File: src/rotdiv_pkg.sv
// ----------------------------------------------------------------------------
// Rotating divider package
// Shared types, register indexes, divisor and auto-reset functions for the core.
// ----------------------------------------------------------------------------
`default_nettype none

package rotdiv_pkg;

    localparam int NUM_JACKS  = 8;
    localparam int COUNT_BITS = 6;
    localparam int JACK_BITS  = $clog2(NUM_JACKS);

    // Configuration register indexes.
    localparam int CFG_IDX_BITS = 3;
    localparam logic [CFG_IDX_BITS-1:0] CFG_DOWNBEAT   = 3'd0;
    localparam logic [CFG_IDX_BITS-1:0] CFG_GATE       = 3'd1;
    localparam logic [CFG_IDX_BITS-1:0] CFG_RANGE_32   = 3'd2;
    localparam logic [CFG_IDX_BITS-1:0] CFG_RANGE_16   = 3'd3;
    localparam logic [CFG_IDX_BITS-1:0] CFG_SPREAD     = 3'd4;
    localparam logic [CFG_IDX_BITS-1:0] CFG_AUTO_RESET = 3'd5;

    // Range codes, formed as {range_sel_16, range_sel_32}.
    localparam logic [1:0] RANGE_8  = 2'b00;
    localparam logic [1:0] RANGE_32 = 2'b01;
    localparam logic [1:0] RANGE_16 = 2'b10;
    localparam logic [1:0] RANGE_64 = 2'b11;

    localparam logic [3:0] SPREAD_TABLE [8] = '{4'd0, 4'd1, 4'd2, 4'd3,
                                                 4'd5, 4'd7, 4'd11, 4'd15};

    typedef logic [COUNT_BITS-1:0] t_count;

    typedef struct packed {
        logic downbeat;
        logic gate;
        logic range_32;
        logic range_16;
        logic spread;
        logic auto_reset;
    } t_cfg;

    // Per-lane control: which clock edge this beat carries and the fire modes.
    typedef struct packed {
        logic rise;
        logic fall;
        logic downbeat;
        logic gate;
    } t_lane_ctl;

    // Divisor of jack j for the given knob reading and range.
    function automatic t_count jack_divisor(input logic [7:0] knob,
                                            input logic [1:0] range,
                                            input logic spread,
                                            input logic [JACK_BITS-1:0] j);
        logic [6:0] s;
        logic [2:0] t;
        t_count     res;
        s   = '0;
        t   = j + knob[7:5];
        res = '0;
        if (spread) begin
            case (range)
                RANGE_16: begin
                    s   = {3'b000, j, 1'b0} + 7'd1 + {3'b000, knob[7:4]};
                    res = {2'b00, s[3:0]};
                end
                RANGE_32: begin
                    s   = {2'b00, j, 2'b00} + 7'd3 + {2'b00, knob[7:3]};
                    res = {1'b0, s[4:0]};
                end
                RANGE_64: begin
                    s   = {1'b0, j, 3'b000} + 7'd7 + {1'b0, knob[7:2]};
                    res = s[5:0];
                end
                default: res = {2'b00, SPREAD_TABLE[t]};
            endcase
        end else begin
            case (range)
                RANGE_16: begin
                    s   = {3'b000, knob[7:4]} + 7'd8 + {4'b0000, j};
                    res = {2'b00, s[3:0]};
                end
                RANGE_32: begin
                    s   = {2'b00, knob[7:3]} + 7'd16 + {4'b0000, j};
                    res = {1'b0, s[4:0]};
                end
                RANGE_64: begin
                    s   = {2'b00, knob[7:3]} + 7'd32 + {4'b0000, j};
                    res = s[5:0];
                end
                default: res = {3'b000, t};
            endcase
        end
        return res;
    endfunction

    // Auto-reset period in rising clock edges: twice the range.
    function automatic logic [8:0] auto_limit(input logic [1:0] range);
        logic [8:0] lim;
        case (range)
            RANGE_16: lim = 9'd32;
            RANGE_32: lim = 9'd64;
            RANGE_64: lim = 9'd128;
            default:  lim = 9'd16;
        endcase
        return lim;
    endfunction

endpackage

`default_nettype wire

File: src/rotdiv_if.sv
// ----------------------------------------------------------------------------
// Rotating divider channels
// Valid/ready channels for the sample beats and the result beats.
// ----------------------------------------------------------------------------
`default_nettype none

interface rotdiv_in_if;
    logic       valid;
    logic       ready;
    logic       clock_level;
    logic [7:0] rotate_knob;
    logic       reset_button;

    modport source (output valid, clock_level, rotate_knob, reset_button,
                    input ready);
    modport sink   (input valid, clock_level, rotate_knob, reset_button,
                    output ready);
endinterface

interface rotdiv_out_if;
    logic       valid;
    logic       ready;
    logic [7:0] jack_levels;
    logic       clock_led;

    modport source (output valid, jack_levels, clock_led, input ready);
    modport sink   (input valid, jack_levels, clock_led, output ready);
endinterface

`default_nettype wire

File: src/rotdiv_lane.sv
// ----------------------------------------------------------------------------
// Rotating divider jack lane
// Next counter value and jack level of one output jack for one clock sample.
// ----------------------------------------------------------------------------
`default_nettype none

module rotdiv_lane
    import rotdiv_pkg::*;
(
    input  wire t_count    i_count,
    input  wire t_count    i_div,
    input  wire logic      i_level,
    input  wire t_lane_ctl i_ctl,
    output t_count         o_count,
    output logic           o_level
);

    logic [COUNT_BITS:0] inc_full;
    logic                wrap;
    t_count              counted;
    t_count              mid_rise;
    logic [COUNT_BITS:0] mid_fall_full;
    t_count              mid_fall;

    assign inc_full      = {1'b0, i_count} + 1'b1;
    assign wrap          = inc_full > {1'b0, i_div};
    assign counted       = wrap ? '0 : inc_full[COUNT_BITS-1:0];
    assign mid_rise      = {1'b0, i_div[COUNT_BITS-1:1]} + 1'b1;
    assign mid_fall_full = {1'b0, i_div} + 1'b1;
    assign mid_fall      = mid_fall_full[COUNT_BITS:1];

    always_comb begin
        o_count = i_count;
        o_level = i_level;
        if (i_ctl.rise) begin
            if (i_ctl.downbeat) begin
                if (i_count == '0) o_level = 1'b1;
                if (i_ctl.gate) begin
                    if (i_count == mid_rise) o_level = 1'b0;
                end else begin
                    o_count = counted;
                end
            end else if (i_ctl.gate) begin
                if (i_count == mid_rise) o_level = 1'b1;
                if (i_count == '0) o_level = 1'b0;
            end else begin
                o_count = counted;
                if (wrap) o_level = 1'b1;
            end
        end else if (i_ctl.fall) begin
            if (i_ctl.gate) begin
                if (i_count == mid_fall) o_level = ~i_ctl.downbeat;
                o_count = counted;
            end else begin
                o_level = 1'b0;
            end
        end
    end

endmodule

`default_nettype wire

File: src/rotating_eight_way_clock_divider_core.sv
// ----------------------------------------------------------------------------
// Rotating eight-way clock divider core
// Eight jack dividers driven by sampled clock, knob and reset-button beats.
// ----------------------------------------------------------------------------
// Each input beat is one sample of the clock level, the rotate knob and the
// reset button; each accepted beat produces exactly one result beat carrying
// the eight jack levels and the clock LED. The core takes one beat per cycle
// sustained while results are taken: a beat lands in an input register, and
// once the result slot is free or emptying the eight jack lanes, the edge
// detector and the auto-reset counter all update together and the new levels
// are loaded into the result register. The input register can still take a
// beat while a result waits, and the core stalls only when both the input
// and result registers are full and the result is not taken. Configuration
// writes go to six one-bit registers selected by i_cfg_idx and should only
// happen while no beats are in flight. After reset all jacks are on and all
// counters are zero.
// ----------------------------------------------------------------------------
`default_nettype none

module rotating_eight_way_clock_divider_core
    import rotdiv_pkg::*;
(
    input  wire logic                    i_clk,
    input  wire logic                    i_rst_n,
    rotdiv_in_if.sink                    i_in,
    rotdiv_out_if.source                 o_out,
    input  wire logic                    i_cfg_we,
    input  wire logic [CFG_IDX_BITS-1:0] i_cfg_idx,
    input  wire logic [0:0]              i_cfg_data
);

    // Configuration registers.
    t_cfg r_cfg;

    // Input register: one captured sample beat.
    logic       r_in_vld;
    logic       r_in_clk;
    logic [7:0] r_in_knob;
    logic       r_in_btn;

    // Divider state. The jack levels and LED double as the result payload:
    // they only change on a beat that also loads the result register.
    t_count     r_count [NUM_JACKS];
    logic       r_seen_high;
    logic       r_seen_low;
    logic       r_btn_held;
    logic [7:0] r_auto_cnt;
    logic [NUM_JACKS-1:0] r_jack_lvl;
    logic       r_led;
    logic       r_out_vld;

    logic       advance;
    logic [1:0] range;
    logic       btn_clear;
    logic       rise;
    logic       fall;
    t_lane_ctl  lane_ctl;
    logic [8:0] auto_next;
    logic       auto_clear;

    t_count     lane_div   [NUM_JACKS];
    t_count     lane_count [NUM_JACKS];
    t_count     n_count    [NUM_JACKS];
    logic [NUM_JACKS-1:0] n_jack_lvl;

    // A captured beat moves on whenever the result slot is free or emptying.
    // No beat is taken while reset is held.
    assign advance    = r_in_vld && (!r_out_vld || o_out.ready);
    assign i_in.ready = i_rst_n && (!r_in_vld || advance);

    assign o_out.valid       = r_out_vld;
    assign o_out.jack_levels = r_jack_lvl;
    assign o_out.clock_led   = r_led;

    assign range     = {r_cfg.range_16, r_cfg.range_32};
    // The button clears on its rising edge, before the clock edge is handled.
    assign btn_clear = r_in_btn && !r_btn_held;
    assign rise      = r_in_clk && !r_seen_high;
    assign fall      = !r_in_clk && !r_seen_low;

    assign lane_ctl.rise     = rise;
    assign lane_ctl.fall     = fall;
    assign lane_ctl.downbeat = r_cfg.downbeat;
    assign lane_ctl.gate     = r_cfg.gate;

    // Auto-reset counts rising edges; on reaching twice the range it clears
    // every counter after the lanes have counted.
    assign auto_next  = {1'b0, r_auto_cnt} + 1'b1;
    assign auto_clear = rise && r_cfg.auto_reset && (auto_next >= auto_limit(range));

    for (genvar j = 0; j < NUM_JACKS; j++) begin : g_lane
        assign lane_div[j]   = jack_divisor(r_in_knob, range, r_cfg.spread,
                                            JACK_BITS'(j));
        assign lane_count[j] = btn_clear ? '0 : r_count[j];

        rotdiv_lane u_lane (
            .i_count (lane_count[j]),
            .i_div   (lane_div[j]),
            .i_level (r_jack_lvl[j]),
            .i_ctl   (lane_ctl),
            .o_count (n_count[j]),
            .o_level (n_jack_lvl[j])
        );
    end

    always_ff @(posedge i_clk) begin
        if (!i_rst_n) begin
            r_cfg <= '0;
        end else if (i_cfg_we) begin
            case (i_cfg_idx)
                CFG_DOWNBEAT:   r_cfg.downbeat   <= i_cfg_data[0];
                CFG_GATE:       r_cfg.gate       <= i_cfg_data[0];
                CFG_RANGE_32:   r_cfg.range_32   <= i_cfg_data[0];
                CFG_RANGE_16:   r_cfg.range_16   <= i_cfg_data[0];
                CFG_SPREAD:     r_cfg.spread     <= i_cfg_data[0];
                CFG_AUTO_RESET: r_cfg.auto_reset <= i_cfg_data[0];
                default: ;
            endcase
        end
    end

    // Input register payload needs no reset.
    always_ff @(posedge i_clk) begin
        if (i_in.valid && i_in.ready) begin
            r_in_clk  <= i_in.clock_level;
            r_in_knob <= i_in.rotate_knob;
            r_in_btn  <= i_in.reset_button;
        end
    end

    always_ff @(posedge i_clk) begin
        if (!i_rst_n) begin
            r_in_vld <= 1'b0;
        end else if (i_in.ready) begin
            r_in_vld <= i_in.valid;
        end
    end

    always_ff @(posedge i_clk) begin
        if (!i_rst_n) begin
            r_out_vld <= 1'b0;
        end else if (advance) begin
            r_out_vld <= 1'b1;
        end else if (o_out.ready) begin
            r_out_vld <= 1'b0;
        end
    end

    always_ff @(posedge i_clk) begin
        if (!i_rst_n) begin
            for (int j = 0; j < NUM_JACKS; j++) begin
                r_count[j] <= '0;
            end
            r_seen_high <= 1'b0;
            r_seen_low  <= 1'b0;
            r_btn_held  <= 1'b0;
            r_auto_cnt  <= '0;
            r_jack_lvl  <= '1;
            r_led       <= 1'b0;
        end else if (advance) begin
            for (int j = 0; j < NUM_JACKS; j++) begin
                r_count[j] <= auto_clear ? '0 : n_count[j];
            end
            r_jack_lvl  <= n_jack_lvl;
            r_btn_held  <= r_in_btn;
            r_seen_high <= r_in_clk;
            r_seen_low  <= !r_in_clk;
            if (rise) begin
                r_led <= 1'b1;
                if (r_cfg.auto_reset) begin
                    r_auto_cnt <= auto_clear ? '0 : auto_next[7:0];
                end
            end else if (fall) begin
                r_led <= 1'b0;
            end
        end
    end

endmodule

`default_nettype wire
File: src/flat_wrapper.sv
// flat-port wrapper written by rule: the top's interface ports become plain ports
module rotating_eight_way_clock_divider_core_flat import rotdiv_pkg::*;
  (i_clk, i_rst_n, i_cfg_we, i_cfg_idx, i_cfg_data, i_in_valid, i_in_clock_level, i_in_rotate_knob, i_in_reset_button, i_in_ready, o_out_valid, o_out_jack_levels, o_out_clock_led, o_out_ready);
  rotdiv_in_if i_in_i ();
  rotdiv_out_if o_out_i ();
  input  wire logic i_clk;
  input  wire logic i_rst_n;
  input  wire logic i_cfg_we;
  input  wire logic [CFG_IDX_BITS-1:0] i_cfg_idx;
  input  wire logic [0:0] i_cfg_data;
  input wire logic [$bits(i_in_i.valid)-1:0] i_in_valid;
  input wire logic [$bits(i_in_i.clock_level)-1:0] i_in_clock_level;
  input wire logic [$bits(i_in_i.rotate_knob)-1:0] i_in_rotate_knob;
  input wire logic [$bits(i_in_i.reset_button)-1:0] i_in_reset_button;
  output wire logic [$bits(i_in_i.ready)-1:0] i_in_ready;
  output wire logic [$bits(o_out_i.valid)-1:0] o_out_valid;
  output wire logic [$bits(o_out_i.jack_levels)-1:0] o_out_jack_levels;
  output wire logic [$bits(o_out_i.clock_led)-1:0] o_out_clock_led;
  input wire logic [$bits(o_out_i.ready)-1:0] o_out_ready;
  assign i_in_i.valid = i_in_valid;
  assign i_in_i.clock_level = i_in_clock_level;
  assign i_in_i.rotate_knob = i_in_rotate_knob;
  assign i_in_i.reset_button = i_in_reset_button;
  assign i_in_ready = i_in_i.ready;
  assign o_out_valid = o_out_i.valid;
  assign o_out_jack_levels = o_out_i.jack_levels;
  assign o_out_clock_led = o_out_i.clock_led;
  assign o_out_i.ready = o_out_ready;
  rotating_eight_way_clock_divider_core u_core (.i_clk(i_clk), .i_rst_n(i_rst_n), .i_in(i_in_i), .o_out(o_out_i), .i_cfg_we(i_cfg_we), .i_cfg_idx(i_cfg_idx), .i_cfg_data(i_cfg_data));
endmodule
File: config.mk
export PLATFORM = sky130hd
export DESIGN_NAME = rotating_eight_way_clock_divider_core_flat
export DESIGN_NICKNAME = d
export VERILOG_FILES = /design/src/rotdiv_pkg.sv /design/src/rotdiv_if.sv /design/src/rotdiv_lane.sv /design/src/rotating_eight_way_clock_divider_core.sv /design/src/flat_wrapper.sv
export SDC_FILE = /design/constraint.sdc
export NUM_CORES = 1
export LEC_CHECK = 0
export ABC_AREA = 1
export ABC_CLOCK_PERIOD_IN_PS = 5100
export CORE_MARGIN = 2
export CORE_UTILIZATION = 33
export DETAILED_ROUTE_END_ITERATION = 8
export DONT_BUFFER_PORTS = 1
export PLACE_DENSITY = 0.53
export SLEW_MARGIN = 20
export SYNTH_ARGS = -nofsm -noshare
export SYNTH_HDL_FRONTEND = slang
export SYNTH_SLANG_ARGS = --single-unit
File: constraint.sdc
create_clock -name i_clk -period 5.1 [get_ports i_clk]
set_input_delay 1.02 -clock i_clk [delete_from_list [all_inputs] [get_ports i_clk]]
set_output_delay 1.02 -clock i_clk [all_outputs]
set_load 0.02 [all_outputs]
==> results of run 1 <==
layout make-up:
class                   instances  area (um^2)  area share, %
inverters                     276         1040           7.66
multi-input cells            1666         9100           67.1
flip-flops and latches         84         2240           16.5
well taps                     518          648           4.78
clock inverters                 4         51.3          0.378
repair buffers                 28          223           1.64
clock buffers                  12          258           1.90
metrics by stage:
| step | power [uW] | instance area, um^2 |
|---|---|---|
| after global routing | 2800 | 13600 |
| after global placement | 1870 | 13300 |
| after floorplan | 1620 | 12800 |
| final | 2610 | 13600 |
| after CTS | 2630 | 13600 |
| after detailed placement | 1880 | 13300 |
cells by family after synthesis:
group                      share of synthesized area (%)
buffers and inverters                               11.4
adders and majority gates                           10.4
DFF                                                 17.5
xor gates and xnor gates                            5.55
AOI/OAI and AO/OA                                   17.7
and+or+nand+nor                                     37.4
power breakdown:
group / internal, uW / leakage [uW] / switching [uW] / total, uW
Combinational: 343 / 0.00545 / 731 / 1070
Sequential: 769 / 0.000816 / 34.1 / 803
Clock: 412 / 0.000153 / 322 / 734
synthesized netlist by cell type (10+ instances only):
| cell | number |
|---|---|
| inv_1 | 240 |
| nand3_1 | 182 |
| clkinv_1 | 10 |
| xnor2_1 | 11 |
| ha_1 | 106 |
| xor2_1 | 70 |
| buf_2 | 15 |
| nand2_2 | 32 |
| dfxtp_1 | 28 |
| o211ai_1 | 32 |
| o21ai_0 | 126 |
| nor3_1 | 17 |
| clkbuf_1 | 40 |
| o21ai_1 | 18 |
| a21oi_1 | 190 |
| nor2_2 | 11 |
| inv_2 | 24 |
| nand4_1 | 42 |
| nand2_1 | 587 |
| buf_4 | 12 |
| edfxtp_1 | 56 |
| nor2_1 | 150 |
critical path: cells and delay by family (launching register included):
| kind | cells | cell delay [ns] |
|---|---|---|
| XOR/XNOR | 1 | 0.25 |
| buffers and inverters | 3 | 0.56 |
| adder cells (fa/ha/maj) | 1 | 0.30 |
| flip-flops | 1 | 0.40 |
| AND/OR/NAND/NOR | 6 | 1.29 |
| AO/OA/AOI/OAI | 4 | 1.08 |
per-layer routing:
metal / routed length [um] / up-vias
met3: 2240 / 71
met2: 20200 / 379
li1: - / 6886
met4: 1240 / 0
met5: 0 / -
met1: 20300 / 6374
sequential cells by signal, summed over array words and instances (netlist names), 2 cells and up:
signal	count
u_core.r_count	48
u_core.o_out.jack_levels	8
u_core.r_auto_cnt	8
u_core.r_in_knob	6
u_core.r_cfg	4
u_core.lane_ctl	2
how the worst min path moves through the flow:
| stage | startpoint | to | slack [ns] |
|---|---|---|---|
| 2_1_floorplan | u_core.o_out.jack_levels[1] | u_core.o_out.jack_levels[1] | 0.45 |
| 3_3_place_gp | u_core.r_btn_held | u_core.r_btn_held | 0.47 |
| 3_5_place_dp | u_core.r_btn_held | u_core.r_btn_held | 0.46 |
| 4_1_cts | u_core.r_btn_held | u_core.r_btn_held | 0.48 |
| 5_1_grt | u_core.r_seen_low | u_core.r_seen_low | 0.51 |
| 6_report | u_core.r_btn_held | u_core.r_btn_held | 0.48 |
==> reports/results.ini, run 1 <==
[detailed_routing]
detail-route-antenna-nets=0
drc_errors=0
first_iter_violations=1160
dr_total_vias=13700
drt_wl_total_um=43900
vias_per_cell=5.30
first_pass_iters=5
wire_per_inst_um=17.0

[global_route]
grt_max_degree=66
grt_overflow=0
first_global_vias=12800
grt_use_total_pct=21.8
globalRouteMet1Util_pct=28.7
grt.met3_usage_pct=2.89
antenna_found_initial=0
busiest_layer=met2
grt_pass1_wl_um=69900
grtUsageMet2_pct=36.3

[yosys]
synth_flop_cell=edfxtp_1
synth_edf_count=56
ys_types=57
yosysTopAreaCell=nand2_1
yosysWarnings=0
ys_seq_area_share_pct=17.5
async_flop_share_pct=0
synth_area_um2=12800
syn-num-nets=2232
synth_top_area_share_pct=17.2
netlist_instances=2107
synth-seq-cells=84
synth_area_leaders=nand2_1 (17%), edfxtp_1 (13%), ha_1 (10%)
syn_area_per_cell_um2=6.07

[setup_path]
r2r_cells=15
endpoint=u_core.r_count[3][3]
worstPathRequired_ns=5.32
r2r_start=u_core.r_in_btn
cp-end-kind=flop
path_cells=nand2_1 -> inv_2 -> nor2_1 -> inv_1 -> nor3_1 -> nand3_1 -> xor2_1 -> inv_1 -> ha_1 -> nand4_1 -> o31ai_1 -> nand2_1 -> a21oi_1 -> o21ai_0 -> a21oi_1
worstReg2RegEnd=u_core.r_count[3][3]
reg2reg_slack_ns=1.06
critPathSlowestCell=o31ai_1
arrival_ns=4.26
critPathKind=flop to flop
critPathLaunch=u_core.r_in_btn
slowest_delay_ns=0.63
cp-start-kind=flop
worstPathMaxFanout=23

[timing]
fmax_mhz=248
clock_skew_ns=0.0136
rsz0062_at_grt=false
hold_slack_ns=0.476
tightest_slew_ns=1.08
tns_ns=0
hold_violations=0
min_period_ns=4.04
finalMaxSlewViolations=0
slew_headroom_pct=27.4
final.period_utilization_pct=79.2
setup_violations=0
worst_slack_ns=1.06

[cells_and_area]
final_cell_mix=nand2_1 (585), inv_1 (239), a21oi_1 (190), nand3_1 (182), nor2_1 (149)
area_delta_synth_final_pct=6.12
fin_util_pct=35.3
final_cells=2588
final_common_cell=nand2_1
drive_gt1_share_pct=8.16
finalNetCount=2190
fillCellCount=4217
num_antenna_cells=0

[pwr]
power_leakage_uw=0.00642
vdd_drop_max_v=0.000177
power_density_nw_per_um2=193

[clocking]
hold_buffers=0
post-cts-setup-buffers=0
clk_root_buffer_cell=clkbuf_16
clk_pin_slew_ns=0.07
cts_buffers=9
worst_skew_pair.late_latency_ns=0.39
htree_levels=3
ctsResizeCount=0
cts_sinks=84
cts.path.max_buffers=2
cts_tree=yes

[place]
place_congestion=0.975
portBuffers=0
pre_cts_ws_ns=1.19
post-dp-hpwl_um=32600
place_inst=2572

[floorplan]
io_pins=30
rows=72
core_area_um2=38500
start_util_pct=33.2
fp.dieArea_um2=40300
fp.dieW_um=201
die_h_um=201

[flow_run]
maxCapViolations=0

[outcome]
outcome=finished, final reports clean

[hold_path]
hold_class=flop to flop
hold_path_depth=2

Power figures use the tool's default switching activity.
==> run 2: changes to the inputs <==
--- a/config.mk
+++ b/config.mk
@@ -5,13 +5,13 @@
 export SDC_FILE = /design/constraint.sdc
 export NUM_CORES = 1
 export LEC_CHECK = 0
-export ABC_AREA = 1
-export ABC_CLOCK_PERIOD_IN_PS = 5100
+export ABC_AREA = 0
+export ABC_CLOCK_PERIOD_IN_PS = 3600
 export CORE_MARGIN = 2
 export CORE_UTILIZATION = 33
 export DETAILED_ROUTE_END_ITERATION = 8
 export DONT_BUFFER_PORTS = 1
-export PLACE_DENSITY = 0.53
+export PLACE_DENSITY = 0.54
 export SLEW_MARGIN = 20
 export SYNTH_ARGS = -nofsm -noshare
 export SYNTH_HDL_FRONTEND = slang
==> constraint.sdc (replaced) <==
create_clock -name i_clk -period 3.6 [get_ports i_clk]
set_input_delay 0.72 -clock i_clk [delete_from_list [all_inputs] [get_ports i_clk]]
set_output_delay 0.72 -clock i_clk [all_outputs]
set_load 0.02 [all_outputs]
==> run 2 against run 1 <==
Effect of this change: the flow now finishes with violations (negative setup slack); sequential power up 46%; wire length fell by 3.6%; combinational power rose by 64%; power rose by 53%; sequential share of layout area down 2.1 points; core utilization grew 8.8 points; sequential cell count unchanged; largest cell class unchanged; highest routed layer unchanged.
==> reports/results.ini, run 2 <==
[floorplan]
io_pins=30
fp.dieArea_um2=37000
die_h_um=192
fp.dieW_um=192
rows=69
core_area_um2=35300
start_util_pct=33.2

[timing]
clock_skew_ns=0.0179
setup_violations=16
min_period_ns=3.83
hold_violations=0
fmax_mhz=261
slew_headroom_pct=45.2
tightest_slew_ns=0.820
hold_slack_ns=0.397
final.period_utilization_pct=106
rsz0062_at_grt=true
finalMaxSlewViolations=0
worst_slack_ns=-0.229

[global_route]
grt_pass1_wl_um=65500
first_global_vias=12000
antenna_found_initial=1
grt_max_degree=60
grt_overflow=0
grt_use_total_pct=22.8

[outcome]
violations=negative setup slack
outcome=finished with violations

[setup_path]
worstPathRequired_ns=3.85
slowest_delay_ns=0.49
arrival_ns=4.08
cp-start-kind=flop
critPathKind=flop to flop
worstPathMaxFanout=4
cpMostUsedCell=o21a_1
critPathSlowestCell=edfxtp_1
critical-path-top-delay-family=compound AO/OA/AOI/OAI gates
cp-end-kind=flop
path_cells=inv_8 -> ha_4 -> mux2_4 -> buf_6 -> a22oi_2 -> buf_6 -> o21ai_2 -> a21boi_2 -> inv_2 -> ha_4 -> nor2b_1 -> o21a_1 -> o21a_1 -> o21a_1 -> o21a_1 -> o22ai_2 -> o21ai_4 -> nor2_4 -> buf_4 -> a22oi_1 -> nor2_1
cp_num_buf_inv=5

[detailed_routing]
met3RoutedLength_um=2550
met1Wirelength_um=18600
vias_per_cell=5.61
dr_total_vias=12500
first_iter_violations=909
drt_wl_total_um=42300
wire_per_inst_um=19.0
drc_errors=0
detail-route-antenna-nets=0
highest_layer=met4
route.met2.wl_um=19600
first_pass_iters=5

[cells_and_area]
regMostFlops=u_core.r_count
area_delta_synth_final_pct=32.8
final_common_cell=buf_4
final_cell_mix=buf_4 (272), nor2_1 (155), nand2_1 (134), ha_1 (85), xnor2_1 (80)
finalNetCount=1890
num_antenna_cells=0
fin_util_pct=44.1
multi_input_area_um2=9710
largest_reg_flops=48
drive_gt1_share_pct=29.2
fillCellCount=3473
register_area_um2=2240

[clocking]
cts_sinks=84
worst_skew_pair.late_latency_ns=0.38
cts.path.max_buffers=2
clk_pin_slew_ns=0.08
clk_root_buffer_cell=clkbuf_16
cts_buffers=9
htree_levels=3
cts_tree=yes

[yosys]
netlist_instances=1550
ys_types=101
yosysTopAreaCell=edfxtp_1
synth_top_area_share_pct=14.3
synth_area_um2=11700
synth_flop_cell=edfxtp_1
synth_most_common_cell=nor2_1
ys_seq_area_share_pct=19.1
synth-seq-cells=84
yosysWarnings=0
synth_common_cells=nor2_1 (163), nand2_1 (139), ha_1 (106)
syn_area_per_cell_um2=7.56
synth_edf_count=56
syn-num-nets=1675
synth_area_leaders=edfxtp_1 (14%), ha_1 (11%), xnor2_1 (6.5%)
async_flop_share_pct=0

[place]
post-dp-hpwl_um=32500
portBuffers=0
place_congestion=0.965
pre_cts_ws_ns=-0.428

[hold_path]
hold_class=primary input to flop

[pwr]
vdd_drop_max_v=0.000309
power_leakage_uw=0.00609
power_density_nw_per_um2=257

[flow_run]
maxCapViolations=0

## run 2: changes by cell type in the layout (fill, tap and decap cells not counted), sizes merged, moves of 25 or more
cell,before,now
a21oi,192,95
a31oi,5,35
buf,28,301
inv,268,70
mux2i,0,35
nand2,627,139
nand3,191,73
nand4,44,18
nor2b,0,29
o21a,0,31
o21ai,151,92
xnor2,11,88
xor2,70,45
## run 2: stage by stage
| stage | instance area (um^2) | instances | setup TNS, ns | power [uW] |
|---|---|---|---|---|
| after floorplan | 11900 | 1550 | -0.0311 | 2130 |
| after global placement | 14100 | 2182 | -9.77 | 2660 |
| after detailed placement | 14100 | 2182 | -12.45 | 2690 |
| after CTS | 14900 | 2211 | -3.61 | 3860 |
| after global routing | 15600 | 2230 | -8.06 | 4210 |
| final | 15600 | 2230 | -2.34 | 4000 |
## run 2: final cells by class
class | instances | share of cell area, %
Clock buffer | 9 | 1.45
Clock inverter | 6 | 0.563
Inverter | 72 | 1.90
Multi-Input combinational cell | 1297 | 62.4
Sequential cell | 84 | 14.4
Tap cell | 461 | 3.71
Timing Repair Buffer | 301 | 15.5
## run 2: path summary, 6_finish.rpt
kind              cells past startpoint                start  slack [ns]                     endpoint
setup reg to reg                     21  u_core.r_in_knob[4]       -0.23         u_core.r_count[0][9]
hold / removal                        1              i_rst_n        0.40  u_core.o_out.jack_levels[0]
hold reg to reg                       2   u_core.r_seen_high        0.49           u_core.r_seen_high
setup / recovery                     21  u_core.r_in_knob[4]       -0.23         u_core.r_count[0][9]
## run 2: per-layer routing
| metal | vias to the layer above | GRT usage, % |
|---|---|---|
| met2 | 402 | 37.5 |
| li1 | 6079 | - |
| met4 | 0 | 9.51 |
| met5 | - | 0 |
| met3 | 79 | 3.67 |
| met1 | 5958 | 29.6 |
## run 2: logic make-up (layout without fill, tap and decap cells)
logic type	count (synthesis)	in the layout	share of synthesized area, %
multiplexers	43	43	3.79
AND/OR/NAND/NOR	597	597	25.1
flip-flops	84	84	19.1
adder cells (fa/ha/maj)	107	107	11.4
XOR/XNOR	133	133	10.0
AO/OA/AOI/OAI	417	417	24.2
buffers and inverters	169	388	6.33
## run 2: power by group
group	internal, uW	leakage, uW	switching (uW)	total [uW]
clock	607	0.000156	463	1070
combinational	829	0.00511	930	1760
sequential	1090	0.000816	82.6	1170
## run 2: what timing repair did
item / 4_1_cts / 5_1_grt
hold buffers: 0 / 0
endpoints found under the setup margin: 54 / 56
setup buffers: 16 / 20
resized for setup: 72 / 122
pin swaps: 37 / 39
